<file path="src/hw/rtl/fir_pkg.sv">
// fir_pkg: shared sizes, command codes and control structs for the FIR filter.
// No dependencies. Used by fir_tap_cell, fir_mac and fir_filter_stream.
`timescale 1ns / 1ps

package fir_pkg;

  localparam int MAX_TAPS   = 128;
  localparam int DATA_WIDTH = 16;
  localparam int ACC_WIDTH  = 40;
  localparam int PROD_WIDTH = 2 * DATA_WIDTH;
  localparam int CFG_WIDTH  = 8;
  localparam int IDX_WIDTH  = $clog2(MAX_TAPS);
  localparam int CMD_WIDTH  = 2;
  localparam int Q_WIDTH    = ACC_WIDTH - DATA_WIDTH + 2;

  localparam logic [CFG_WIDTH-1:0] TAP_COUNT_RESET = CFG_WIDTH'(101);
  localparam logic [ACC_WIDTH:0]   ROUND_BIAS      = (ACC_WIDTH + 1)'(1) << (DATA_WIDTH - 2);

  typedef logic signed [DATA_WIDTH-1:0] sample_t;
  typedef logic [CMD_WIDTH-1:0] cmd_t;

  localparam cmd_t CMD_FILTER = 2'd0;
  localparam cmd_t CMD_LOAD   = 2'd1;
  localparam cmd_t CMD_CLEAR  = 2'd2;

  typedef struct packed {
    logic clear;
    logic shift;
    logic rotate;
  } cell_ctrl_t;

  typedef struct packed {
    logic start;
    logic en;
  } mac_ctrl_t;

  typedef struct packed {
    sample_t value;
    logic    clip;
  } mac_res_t;

endpackage

</file>
<file path="src/hw/rtl/fir_tap_cell.sv">
// fir_tap_cell: one tap of the ring, holds a history sample and a coefficient.
// Depends on fir_pkg.
`timescale 1ns / 1ps

module fir_tap_cell (
  input  logic                clk,
  input  logic                rst_n,
  input  fir_pkg::cell_ctrl_t ctrl,
  input  fir_pkg::sample_t    shift_x,
  input  fir_pkg::sample_t    rot_x,
  input  fir_pkg::sample_t    rot_w,
  input  logic                load_en,
  input  fir_pkg::sample_t    load_w,
  output fir_pkg::sample_t    x_q,
  output fir_pkg::sample_t    w_q
);
  import fir_pkg::*;

  sample_t x_r, x_nxt;
  sample_t w_r, w_nxt;

  always_comb begin
    priority if (ctrl.clear) begin
      x_nxt = '0;
    end else if (ctrl.shift) begin
      x_nxt = shift_x;
    end else if (ctrl.rotate) begin
      x_nxt = rot_x;
    end else begin
      x_nxt = x_r;
    end
  end

  always_comb begin
    priority if (load_en) begin
      w_nxt = load_w;
    end else if (ctrl.rotate) begin
      w_nxt = rot_w;
    end else begin
      w_nxt = w_r;
    end
  end

  always_ff @(posedge clk) begin
    if (!rst_n) begin
      x_r <= '0;
      w_r <= '0;
    end else begin
      x_r <= x_nxt;
      w_r <= w_nxt;
    end
  end

  assign x_q = x_r;
  assign w_q = w_r;

endmodule

</file>
<file path="config.mk">
export PLATFORM = sky130hd
export DESIGN_NAME = fir_tap_cell
export DESIGN_NICKNAME = d
export VERILOG_FILES = /design/src/hw/rtl/fir_pkg.sv /design/src/hw/rtl/fir_tap_cell.sv
export SDC_FILE = /design/constraint.sdc
export NUM_CORES = 1
export LEC_CHECK = 0
export BUFFER_PORTS_ARGS = -buffer_cell sky130_fd_sc_hd__buf_2
export CELL_PAD_IN_SITES_DETAIL_PLACEMENT = 0
export CELL_PAD_IN_SITES_GLOBAL_PLACEMENT = 1
export CORE_MARGIN = 2
export CORE_UTILIZATION = 24
export DETAILED_ROUTE_END_ITERATION = 8
export GPL_ROUTABILITY_DRIVEN = 0
export PLACE_DENSITY_LB_ADDON = 0.25
export REMOVE_ABC_BUFFERS = 1
export SYNTH_ARGS = -nofsm -noshare
export SYNTH_HDL_FRONTEND = slang
export SYNTH_SLANG_ARGS = --single-unit
</file>
<file path="constraint.sdc">
create_clock -name clk -period 1.1 [get_ports clk]
set_input_delay 0.22 -clock clk [delete_from_list [all_inputs] [get_ports clk]]
set_output_delay 0.22 -clock clk [all_outputs]
set_load 0.005 [all_outputs]
</file>
==> flow_summary.yaml, run 1 <==
synth:
  syn_area_sq_mm: 0.001628
  ys_async_sr_fraction_pct: 0
  avgSynthCellArea_sq_um: 11.38
  synth_edf_count: 0
  yosysMostFrequentCell: "dfxtp_1"
  yosysUniqueCellTypes: 14
  synthFlopType: "dfxtp_1"
  yosysWarnings: 0
  synth_top_area_cell: "dfxtp_1"
  synth_common_cells: "dfxtp_1 (32), nand2b_1 (17)"
  syn_inst: 143
  ys_ff_latch: 32
  synth_top_area_share_pct: 39.35
  netlist_top_cells_area: "dfxtp_1 (39%), mux2_4 (13%), mux2i_1 (9.8%)"
  seq_area_frac_synth_pct: 39.35
power:
  clkPwrFrac_pct: 33.8
  swShare_pct: 24.40
  p_seq_share_pct: 45.9
  p_per_area_mw_per_mm2: 1175
  p_sw_w: 0.0006737
  p_comb_share_pct: 20.3
  power_leakage_nw: 1.288
  intPower_w: 0.002087
  power.total_w: 0.002761
  ir_worst_vdd_v: 0.0003218
clock_tree:
  post_cts_resized: 0
  cts_setup_buffers: 0
  hold_buffers: 0
  htreeDepth: 2
  clockRootBuffer: "clkbuf_8"
  clock_sinks: 32
  cts-buffers-inserted: 5
  clockBufferDepth: 2
  clkTransAtPathRegs_ps: 70
  clk_latency_ps: 270
  tritoncts: "yes"
floorplan:
  dieArea_sq_mm: 0.007457
  boundaryPins: 102
  die_height_um: 86.36
  initial_core_util_pct: 24.36
  core_sq_mm: 0.006681
  rows: 30
  fp.dieW_um: 86.36
run_status:
  status: "completed"
routing:
  vias_per_cell: 4.366
  avgRoutedWirePerCell_um: 13.05
  antenna_left: 0
  wirelength_mm: 4.282
  first_pass_iters: 4
  drtIter0Drc: 18
  drc: 0
  vias: 1432
critical_path:
  cpLargestDelayFamily: "flip-flops"
  cp-end-kind: "primary output"
  worstPathMaxFanout: 2
  cpMaxStageDelayCell: "dfxtp_1"
  slowest_delay_ps: 350
  path_cells: "buf_2"
  arrival_ps: 750
  crit_buf_inv: 1
  start_kind: "flip-flop"
  critPathKind: "reg -> out"
  required_ps: 880
final_layout:
  fillers: 711
  insertedDiodeCount: 0
  drive_above_1_share_pct: 53.23
  final_util_pct: 35.17
  final_nets: 317
  area.growth.synth_to_final_pct: 44.35
global_route:
  grt_overflow_total: 0
  grt_use_total_pct: 11.75
  antenna_found_initial: 0
  grt_max_degree: 33
  first_global_vias: 1469
  grt_pass1_wl_mm: 6.962
sta:
  finClkSkew_ps: 0
  finalCritPeriodShare_pct: 88.01
  finalCriticalPeriod_ps: 968.1
  maxSlewHeadroom_pct: 64.64
  worst_pin_slew_ps: 529.8
  slew_viol_final: 0
  rsz0062_at_grt: "no"
  max_freq_mhz: 1033
  setup_viol: 0
  final-hold-violation-count: 0
worst_hold_path:
  hold_path.class: "in -> reg"
placed_design:
  portBuffers: 101
  dpl.hpwl_mm: 3.172
flow_run:
  max-cap-violations: 0
## final timing paths
kind	slack [ps]	start	cells past startpoint	end
min reg2reg	560	x_q[13]$_SDFFE_PP0P_	2	x_q[13]$_SDFFE_PP0P_
max	130	x_q[0]$_SDFFE_PP0P_	1	x_q[0]
min	220	shift_x[3]	3	x_q[3]$_SDFFE_PP0P_
max reg2reg	220	w_q[2]$_SDFFE_PN0P_	2	w_q[2]$_SDFFE_PN0P_
## per-stage QoR
| stage | setup TNS [ps] | instance area, sq um | worst slack (ps) | hold WS (ps) | cells |
|---|---|---|---|---|---|
| CTS | 0 | 2350 | 119.6 | 213.9 | 328 |
| global placement | -867.1 | 2260 | -56.01 | 522.4 | 320 |
| floorplan | 0 | 1524 | 241.6 | 353.4 | 130 |
| detailed placement | -889.7 | 2260 | -72.50 | 528.5 | 320 |
| global route | 0 | 2350 | 78.39 | 229.5 | 328 |
| finish | 0 | 2350 | 131.9 | 224.1 | 328 |
## state kept, by name, summed over array words and instances, names as in the netlist
register	cells
w_q	16
x_q	16
## cells by family (layout without fill, tap and decap cells)
family                 count (synthesis)  count (layout)  synth area share, %
DFF                                   32              32                39.35
muxes                                 32              32                24.13
buffers and inverters                 14             119                6.610
and+or+nand+nor                       33              33                12.68
AOI/OAI and AO/OA                     32              32                17.22
## cell usage in the layout (no fill, tap or decap)
cell type	n
a211oi_1	16
buf_12	5
buf_2	101
buf_4	4
clkbuf_1	2
clkbuf_8	6
dfxtp_1	32
inv_1	1
mux2_2	2
mux2_4	14
mux2i_1	16
nand2b_1	17
nor2b_1	16
o211a_1	16
## power groups by stage
stage,clock network (W),logic (W),registers (W)
final,0.000933,0.000559,0.00127
after global routing,0.00104,0.000616,0.00128
after detailed placement,0,0.000566,0.00129
after global placement,0,0.000566,0.00130
after floorplan,0,0.000225,0.00130
after CTS,0.000985,0.000569,0.00127
## area by class of cell
class	count	area, sq um	area share, %
Clock buffer	8	90.09	3.834
Inverter	1	3.754	0.1597
Multi-Input combinational cell	97	879.6	37.43
Sequential cell	32	640.6	27.26
Tap cell	80	100.1	4.260
Timing Repair Buffer	110	635.6	27.05
## layer usage
layer / vias to the layer above / track usage [%] / routed length [um]
met5: - / 0 / 0
met4: 0 / 3.409 / 44
met3: 7 / 4.095 / 423
met2: 78 / 17.97 / 1736
met1: 622 / 15.67 / 2077
li1: 725 / - / -
Power figures use the tool's default switching activity.
==> run 2: changes to the inputs <==
==> constraint.sdc (replaced) <==
create_clock -name clk -period 1.1 [get_ports clk]
set_input_delay 0.275 -clock clk [delete_from_list [all_inputs] [get_ports clk]]
set_output_delay 0.275 -clock clk [all_outputs]
set_load 0.005 [all_outputs]
==> flow_summary.yaml, run 2 (same netlist as run 1, synthesis figures left out) <==
critical_path:
  cp-startpoint: "w_q[14]$_SDFFE_PN0P_"
  required_ps: 820
  cp_num_cells: 1
  cp-end-kind: "primary output"
  cpMaxStageDelayCell: "dfxtp_1"
  path_cells: "buf_2"
  arrival_ps: 750
  crit_buf_inv: 1
  critPathKind: "reg -> out"
  slowest_delay_ps: 350
  r2r_start: "w_q[14]$_SDFFE_PN0P_"
  start_kind: "flip-flop"
  worstPathMaxFanout: 2
  cpLargestDelayFamily: "flip-flops"
  r2r_cells: 2
floorplan:
  fp.dieW_um: 86.36
  boundaryPins: 102
  die_height_um: 86.36
  dieArea_sq_mm: 0.007457
  rows: 30
  initial_core_util_pct: 24.36
  core_sq_mm: 0.006681
worst_hold_path:
  hold_path.class: "in -> reg"
  hp-start: "shift_x[14]"
  hold_path_depth: 3
flow_run:
  max-cap-violations: 0
sta:
  finalCriticalPeriod_ps: 1021
  finalCritPeriodShare_pct: 92.80
  worst_pin_slew_ps: 533.8
  final-hold-violation-count: 0
  layout_setup_ws_ps: 79.18
  setup_viol: 0
  max_freq_mhz: 979.6
  rsz0062_at_grt: "no"
  slew_viol_final: 0
  finClkSkew_ps: 0
  maxSlewHeadroom_pct: 64.38
routing:
  drtIter0Drc: 32
  vias_per_cell: 4.369
  wirelength_mm: 4.242
  first_pass_iters: 4
  vias: 1433
  avgRoutedWirePerCell_um: 12.93
  drc: 0
  antenna_left: 0
clock_tree:
  hold_buffers: 0
  clock_sinks: 32
  cts_setup_buffers: 0
  clk_latency_ps: 270
  cts-buffers-inserted: 5
  htreeDepth: 2
  post_cts_resized: 0
  clockBufferDepth: 2
  clkTransAtPathRegs_ps: 70
  clockRootBuffer: "clkbuf_8"
  tritoncts: "yes"
final_layout:
  final_nets: 317
  area.growth.synth_to_final_pct: 44.35
  drive_above_1_share_pct: 53.23
  design_area_sq_mm: 0.002350
  layout_common_cells: "buf_2 (101), dfxtp_1 (32), nand2b_1 (17)"
  insertedDiodeCount: 0
  mostFrequentLayoutCell: "buf_2"
global_route:
  grt_overflow_total: 0
  antenna_found_initial: 0
  first_global_vias: 1452
  grt_max_degree: 33
  grt_use_total_pct: 11.32
  grt_pass1_wl_mm: 6.665
placed_design:
  dp_slack_ps: -132.0
  dpl.hpwl_mm: 3.155
  portBuffers: 101
  place_area_sq_mm: 0.002260
power:
  ir_worst_vdd_v: 0.0004806
  power_leakage_nw: 1.288
  p_per_area_mw_per_mm2: 1173
run_status:
  status: "completed"
==> run 2: layout make-up <==
type                    count  area [sq um]
flip-flops and latches     32         640.6
multi-input cells          97         879.6
repair buffers            110         635.6
clock buffers               8         90.09
well taps                  80         100.1
fillers                   701          4332
inverters                   1         3.754
==> run 2: through the flow <==
step                setup TNS [ps]  util [%]  std cells  total power [W]  hold WS, ps
detailed placement           -2312     33.82        320         0.001859        546.1
finish                           0     35.17        328         0.002756        284.8
global route                     0     35.17        328         0.002918        275.6
CTS                              0     35.17        328         0.002823        273.3
global placement             -2093     33.82        320         0.001860        537.8
floorplan                        0         -        130         0.001524        408.4
==> run 2: worst paths after layout <==
kind / endpoint / slack [ps]
max: w_q[14] / 80
min: x_q[14]$_SDFFE_PP0P_ / 280
max reg2reg: w_q[14]$_SDFFE_PN0P_ / 210
min reg2reg: x_q[2]$_SDFFE_PP0P_ / 560
==> run 2: per-layer routing <==
metal | up-vias | GRT usage [%] | wire length (um)
li1 | 721 | - | -
met1 | 633 | 15.03 | 2092
met2 | 74 | 17.20 | 1720
met3 | 5 | 4.095 | 395
met4 | 0 | 3.409 | 33
met5 | - | 0 | 0
==> run 2: where the power goes <==
group	leakage [nW]	switching, W	internal (W)	total (W)
clock	0.0455	0.000418	0.000510	0.000928
sequential	0.265	0.0000345	0.00123	0.00127
combinational	0.978	0.000216	0.000344	0.000561
total	1.29	0.000668	0.00209	0.00276
