[src/hw/rtl/fir_pkg.sv]
// fir_pkg: shared sizes, command codes and control structs for the FIR filter.
// No dependencies. Used by fir_tap_cell, fir_mac and fir_filter_stream.
`timescale 1ns / 1ps

package fir_pkg;

  localparam int MAX_TAPS   = 128;
  localparam int DATA_WIDTH = 16;
  localparam int ACC_WIDTH  = 40;
  localparam int PROD_WIDTH = 2 * DATA_WIDTH;
  localparam int CFG_WIDTH  = 8;
  localparam int IDX_WIDTH  = $clog2(MAX_TAPS);
  localparam int CMD_WIDTH  = 2;
  localparam int Q_WIDTH    = ACC_WIDTH - DATA_WIDTH + 2;

  localparam logic [CFG_WIDTH-1:0] TAP_COUNT_RESET = CFG_WIDTH'(101);
  localparam logic [ACC_WIDTH:0]   ROUND_BIAS      = (ACC_WIDTH + 1)'(1) << (DATA_WIDTH - 2);

  typedef logic signed [DATA_WIDTH-1:0] sample_t;
  typedef logic [CMD_WIDTH-1:0] cmd_t;

  localparam cmd_t CMD_FILTER = 2'd0;
  localparam cmd_t CMD_LOAD   = 2'd1;
  localparam cmd_t CMD_CLEAR  = 2'd2;

  typedef struct packed {
    logic clear;
    logic shift;
    logic rotate;
  } cell_ctrl_t;

  typedef struct packed {
    logic start;
    logic en;
  } mac_ctrl_t;

  typedef struct packed {
    sample_t value;
    logic    clip;
  } mac_res_t;

endpackage

[src/hw/rtl/fir_mac.sv]
// fir_mac: registered multiply, wide accumulate, round half up and saturate.
// Depends on fir_pkg.
`timescale 1ns / 1ps

module fir_mac (
  input  logic               clk,
  input  logic               rst_n,
  input  fir_pkg::mac_ctrl_t ctrl,
  input  fir_pkg::sample_t   x,
  input  fir_pkg::sample_t   w,
  output fir_pkg::mac_res_t  res
);
  import fir_pkg::*;

  localparam logic signed [Q_WIDTH-1:0] Q_HI = Q_WIDTH'((2 ** (DATA_WIDTH - 1)) - 1);
  localparam logic signed [Q_WIDTH-1:0] Q_LO = -Q_HI - Q_WIDTH'(1);

  logic signed [PROD_WIDTH-1:0] prod_r;
  logic                         pvld_r;
  logic                         clr_r;
  logic signed [ACC_WIDTH-1:0]  acc_r, acc_nxt;
  logic signed [ACC_WIDTH-1:0]  addend;
  logic [ACC_WIDTH:0]           rnd;
  logic signed [Q_WIDTH-1:0]    q;

  always_comb begin
    addend  = pvld_r ? {{(ACC_WIDTH - PROD_WIDTH){prod_r[PROD_WIDTH-1]}}, prod_r} : '0;
    acc_nxt = (clr_r ? '0 : acc_r) + addend;
  end

  always_ff @(posedge clk) begin
    prod_r <= x * w;
    if (!rst_n) begin
      pvld_r <= 1'b0;
      clr_r  <= 1'b0;
      acc_r  <= '0;
    end else begin
      pvld_r <= ctrl.en;
      clr_r  <= ctrl.start;
      acc_r  <= acc_nxt;
    end
  end

  assign rnd = {acc_r[ACC_WIDTH-1], acc_r} + ROUND_BIAS;
  assign q   = $signed(rnd[ACC_WIDTH:DATA_WIDTH-1]);

  always_comb begin
    priority if (q > Q_HI) begin
      res.value = sample_t'(Q_HI);
      res.clip  = 1'b1;
    end else if (q < Q_LO) begin
      res.value = sample_t'(Q_LO);
      res.clip  = 1'b1;
    end else begin
      res.value = sample_t'(q);
      res.clip  = 1'b0;
    end
  end

endmodule
[config.mk]
export PLATFORM = sky130hd
export DESIGN_NAME = fir_mac
export DESIGN_NICKNAME = d
export VERILOG_FILES = /design/src/hw/rtl/fir_pkg.sv /design/src/hw/rtl/fir_mac.sv
export SDC_FILE = /design/constraint.sdc
export NUM_CORES = 1
export LEC_CHECK = 0
export BUFFER_PORTS_ARGS = -buffer_cell sky130_fd_sc_hd__buf_2
export CAP_MARGIN = 10
export CELL_PAD_IN_SITES_DETAIL_PLACEMENT = 1
export CELL_PAD_IN_SITES_GLOBAL_PLACEMENT = 1
export CORE_UTILIZATION = 54
export DETAILED_ROUTE_END_ITERATION = 10
export PLACE_DENSITY = 0.95
export SYNTH_ARGS = -nofsm -noshare
export SYNTH_HDL_FRONTEND = slang
export SYNTH_SLANG_ARGS = --single-unit
export TNS_END_PERCENT = 1
[constraint.sdc]
create_clock -name clk -period 16.6 [get_ports clk]
set_input_delay 3.32 -clock clk [delete_from_list [all_inputs] [get_ports clk]]
set_output_delay 3.32 -clock clk [all_outputs]
set_load 0.03 [all_outputs]
==> metrics.cfg, run 1 <==
[routing]
m1WireLength_um = 17500
wl_per_cell_um = 25.1
vias = 13000
drc = 0
wl_um = 52200
wl_met3_um = 3540
drt_pass1_iterations = 6
top_layer = met4
drt-vias-per-instance = 6.24
drtIter0Drc = 1047
ant_nets = 0
wl_met2_um = 26500

[synth]
synth_cell_type_count = 70
synthArstFlopShare = 0
synth-seq-cells = 74
netlist_area_um2 = 14900
postSynthAreaPerCell_um2 = 8.67
synthesis.nets = 2140
ys_seq_area_frac = 0.0994
synth_edf_count = 0
postSynthCellCount = 1719
synth_flop_cell = dfxtp_1
ys_warn_count = 0

[critical_path]
rr_worst_depth = 13
path_max_fanout = 16
rrSetupSlack_ns = 11.91
reg2reg_to = acc_r[38]
path_class = in2reg
cp-start-kind = input port
worstReg2RegStart = pvld_r
cp.required_ns = 16.85
cp.arrival_ns = 9.87
worst_setup_path_end_kind = register

[min_path]
hp-start = acc_r[1]
hold_end = acc_r[1]
min_path_cells = 3
hold_path.class = reg2reg

[timing]
setup_viol = 0
report.final.slew_viol_count = 0
period_needed_ns = 9.62
finalHoldViolations = 0
worstMarginPinSlew_ns = 1.06
fin_tns_setup_ns = 0
fin_crit_sh = 0.579
max_freq_ghz = 0.104
rsz0062_at_grt = false
clock_skew_ns = 0.00909
slew_headroom = 0.294

[clocking]
clock_latency_ns = 0.36
cts.clk_slew.worst_paths_ns = 0.07
cts.sinks = 74
ctsHoldBuffers = 0
numCtsBuffers = 9
cts_setup_buffers = 0
htree_levels = 3
cts.repair.resized = 0
cts_buffer_depth = 2
cts_root_buf = clkbuf_16
cts_tree = done

[floorplan]
coreArea_um2 = 27000
fp.dieW_um = 168
die_y_um = 168
boundaryPins = 53
dieArea_um2 = 28300
initial_utilization = 0.551
rows = 60

[run_status]
status = finished, final reports clean

[cells_and_area]
layout_commonest_cell = inv_1
num_antenna_cells = 0
drive_gt1_frac = 0.0610
layout_common_cells = 352 x inv_1, 263 x fa_1, 165 x and2_1, 156 x nand2_1, 122 x ha_1
nNetsFinal = 2154
syn_to_final_growth_pct = 5.40

[global_route]
grt_overflow = 0
grt_pass1_vias = 15100
antenna_found_initial = 0
grt_start_max_net_pins = 41
grtUsageTotal = 0.395
grt_pass1_wl_um = 84100

[placement]
gp_congestion = 0.886
numPortBuffers = 52
dpl.hpwl_um = 38100

[flow_run]
drv_cap = 0

cells in the mapped netlist (all sizes together), types with 4 or more instances:
cell type	count	area share
nand3	28	0.011
a31oi	5	0.0021
and2	167	0.070
ha	122	0.10
nand4	7	0.0039
a211o	4	0.0024
and3	12	0.0051
xnor2	51	0.030
o21ai	33	0.012
dfxtp	74	0.099
clkbuf	43	0.011
fa	263	0.35
nand2b	12	0.0055
or3	5	0.0024
o211ai	4	0.0020
nor3	22	0.0081
nor2b	39	0.016
inv	352	0.089
nor4	5	0.0029
a211oi	12	0.0060
nand2	156	0.039
a21oi	85	0.031
buf	8	0.0040
and4	4	0.0027
nor2	82	0.021
a21o	34	0.017
o21bai	9	0.0045
o31ai	5	0.0025
or2	7	0.0029
xor2	28	0.016
o21a	7	0.0035
registers in the layout (all words and copies together), names as in the netlist:
signal / cells
acc_r: 40
clr_r: 1
prod_r: 32
pvld_r: 1
cell type report:
cell class / count / area, um^2
clock inverter: 7 / 98.8
sequential: 74 / 1480
timing repair buffer: 54 / 275
inverter: 352 / 1320
clock buffer: 9 / 225
tap: 341 / 427
multi-input combinational: 1242 / 11900
fill: 3181 / 11300
critical path, stage by stage:
cell and delay, ns:
buf_2 0.29, nand2_1 0.16, inv_1 0.16, fa_1 0.46, inv_1 0.30, fa_1 0.51
inv_1 0.40, fa_1 0.49, fa_1 0.48, fa_1 0.56, inv_1 0.10, fa_1 0.59
inv_1 0.06, ha_1 0.39, and3_1 0.24, nand2_1 0.08, o311ai_0 0.63, nand2_1 0.21
o21ai_0 0.21, a21oi_1 0.10, xnor2_1 0.13
through the flow:
step           worst slack (ns)  hold slack [ns]  utilization  area, um^2  cells
3_3_place_gp               7.16            0.646        0.569       15400   2063
3_5_place_dp               6.64            0.695        0.569       15400   2063
2_1_floorplan              7.48            0.620            -       14900   1719
6_report                   6.98            0.696        0.581       15700   2079
5_1_grt                    6.61            0.730        0.581       15700   2079
4_1_cts                    6.97            0.705        0.581       15700   2079
logic make-up after synthesis:
group,Yosys count,share of synthesized area
AOI/OAI and AO/OA,220,0.0951
xor gates and xnor gates,79,0.0464
adders and majority gates,385,0.456
buffers and inverters,403,0.104
DFF,74,0.0994
muxes,6,0.00453
and+or+nand+nor,552,0.195
metal layers:
layer,global-route usage,up-vias
met2,0.703,764
met3,0.0712,321
met5,0,-
li1,-,5334
met1,0.413,6546
met4,0.312,0
how the worst max path moves through the flow:
| stage | from | cells past startpoint | to |
|---|---|---|---|
| finish | w[1] | 21 | prod_r[31] |
| global route | w[1] | 21 | prod_r[31] |
| CTS | w[1] | 21 | prod_r[31] |
| detailed placement | w[1] | 21 | prod_r[31] |
| global placement | w[1] | 21 | prod_r[31] |
| floorplan | w[1] | 23 | prod_r[30] |
Power of run 1 is not shown: default switching activity piles up to over one toggle a cycle in this logic, so the estimate is an artifact.
==> run 2, diff against run 1 <==
Settings changed: CORE_UTILIZATION 54 to 46, PLACE_DENSITY 0.95 to 0.9.
Clock period 16.6 ns to 8.25 ns, I/O delays scaled along.
==> run 2 against run 1 <==
Compared with the run above: final cell count grew 3.1%; cell area grew 0.50%; die area grew 17%; first-iteration DRC count shrank 40%; hold slack lost 0.011 ns; critical path depth grew 1; non-clock buffer count grew 3; wire length shrank 13%; setup slack lost 6.6 ns; core utilization shrank 8.3 points; flip-flop and latch count is the same; largest cell class unchanged; via count shrank 5.9%.
==> metrics.cfg, run 2 (synthesized netlist as in run 1, its figures left out) <==
[run_status]
status = finished, final reports clean

[critical_path]
critPathMaxStageDelay_ns = 0.68  ; +0.05 ns
cp_common_cell = fa_1
path_max_fanout = 16  ; unchanged
critPathBufInv = 5  ; -1
reg2reg_to = acc_r[38]
cp-start-kind = input port
cp.required_ns = 8.48  ; -8.37 ns
cp_top_family = adder cells
path_cells = buf_2, and2_1, fa_1, inv_1, fa_2, clkinvlp_4, fa_1, fa_1, fa_1, inv_1, fa_1, inv_1, ha_1, a21o_1, a21o_1, a21oi_1, nor2_1, a211o_1, a21o_1, a211oi_1, o21ai_0, xor2_1
worst_setup_path_end_kind = register
cp.arrival_ns = 8.14  ; -1.73 ns
cp_slowest_cell = fa_2
path_class = in2reg
rrSetupSlack_ns = 3.97  ; -7.94 ns
rr_worst_depth = 13  ; unchanged
crit_start = w[3]
worstReg2RegStart = pvld_r

[global_route]
grt_overflow = 0  ; unchanged
grtUsageTotal = 0.291  ; -0.104
antenna_found_initial = 0  ; unchanged
grt_pass1_wl_um = 74400  ; -12%
grt_pass1_vias = 14400  ; -5.0%
grt_start_max_net_pins = 41  ; unchanged

[routing]
vias = 12200  ; -5.9%
wl_um = 45500  ; -13%
drtIter0Drc = 625  ; -40%
drc = 0  ; unchanged
drt_pass1_iterations = 5  ; -1
wl_per_cell_um = 21.2  ; -16%
ant_nets = 0  ; unchanged
drt-vias-per-instance = 5.69  ; -8.7%

[cells_and_area]
nNetsFinal = 2157  ; +0.14%
drive_gt1_frac = 0.0638  ; +0.00280
register_area_um2 = 1480  ; about the same
largest_reg_flops = 40  ; unchanged
layout_commonest_cell = inv_1
multi_input_area_um2 = 11900  ; about the same
fin_area_um2 = 15800  ; +0.50%
layout_common_cells = 351 x inv_1, 262 x fa_1, 165 x and2_1, 156 x nand2_1, 122 x ha_1
fill_cells = 3789  ; +19%
regMostFlops = acc_r
reg_top3 = acc_r: 40 flops, prod_r: 32 flops
syn_to_final_growth_pct = 5.93

[timing]
period_needed_ns = 7.91
finalHoldViolations = 0  ; unchanged
slew_headroom = 0.373  ; +0.0790
report.final.slew_viol_count = 0  ; unchanged
fin_crit_sh = 0.959
worstMarginPinSlew_ns = 0.939  ; -0.118 ns
rsz0062_at_grt = false
setup_viol = 0  ; unchanged
clock_skew_ns = 0.00573  ; -0.00336 ns
finalWorstSetupSlack_ns = 0.338  ; -6.64 ns
max_freq_ghz = 0.126

[placement]
numPortBuffers = 52  ; unchanged
dpl.hpwl_um = 37300  ; -2.1%
gp_congestion = 0.847  ; -4.4%
place_ws_ns = -0.0370  ; -6.68 ns
placed_area_um2 = 15500  ; +0.65%

[clocking]
clock_latency_ns = 0.35  ; about the same
cts_tree = done
cts_buffer_depth = 2  ; unchanged
htree_levels = 3  ; unchanged
cts.sinks = 74  ; unchanged
cts_setup_buffers = 0  ; unchanged
cts_root_buf = clkbuf_16
ctsHoldBuffers = 0  ; unchanged
cts.repair.resized = 0  ; unchanged
cts.clk_slew.worst_paths_ns = 0.06  ; about the same
numCtsBuffers = 9  ; unchanged

[floorplan]
initial_utilization = 0.470  ; -0.0816
fp.dieW_um = 182  ; +8.2%
dieArea_um2 = 33100  ; +17%
die_y_um = 182  ; +8.2%
rows = 65  ; +8.3%
boundaryPins = 53  ; unchanged
coreArea_um2 = 31700  ; +17%

[min_path]
hold_path.class = reg2reg
hp-start = prod_r[1]
min_path_cells = 3  ; unchanged
hold_end = acc_r[1]

[flow_run]
drv_cap = 0  ; unchanged

[run 2: final cells by class]
| class | count | share of cell area |
|---|---|---|
| antenna | 1 | 0.000159 |
| tap | 402 | 0.0319 |
| timing repair buffer | 57 | 0.0189 |
| clock buffer | 10 | 0.0151 |
| inverter | 352 | 0.0839 |
| multi-input combinational | 1242 | 0.753 |
| sequential | 74 | 0.0939 |
| clock inverter | 5 | 0.00349 |
[run 2: per-stage QoR]
stage	util	hold slack, ns	cells	TNS [ns]
floorplan	-	0.620	1719	0
global placement	0.488	0.648	2127	0
detailed placement	0.488	0.665	2127	-0.0370
CTS	0.497	0.688	2142	0
global route	0.498	0.734	2142	0
finish	0.498	0.685	2143	0
[run 2: tightest hold or removal path: cells and delay by family, from the launching register on]
| kind | cells | cell delay [ns] |
|---|---|---|
| adders and majority gates | 1 | 0.18 |
| DFF | 1 | 0.30 |
| and+or+nand+nor | 2 | 0.16 |
[run 2: worst max-delay path by stage]
stage / slack (ns) / cells past startpoint / endpoint
floorplan: 0.80 / 23 / prod_r[30]
global placement: 0.44 / 20 / prod_r[31]
detailed placement: -0.04 / 21 / prod_r[31]
CTS: 0.30 / 21 / prod_r[31]
global route: 0.06 / 22 / prod_r[30]
finish: 0.34 / 22 / prod_r[30]
[run 2: metal layers]
metal,share of wire,up-vias,wire (um),global-route usage
met5,0,-,0,0
met4,0.074,0,3360,0.200
met3,0.043,212,1940,0.0421
met2,0.53,445,24100,0.544
met1,0.35,6201,16100,0.298
li1,-,5346,-,-
Power of run 2 is left out for the same reason.
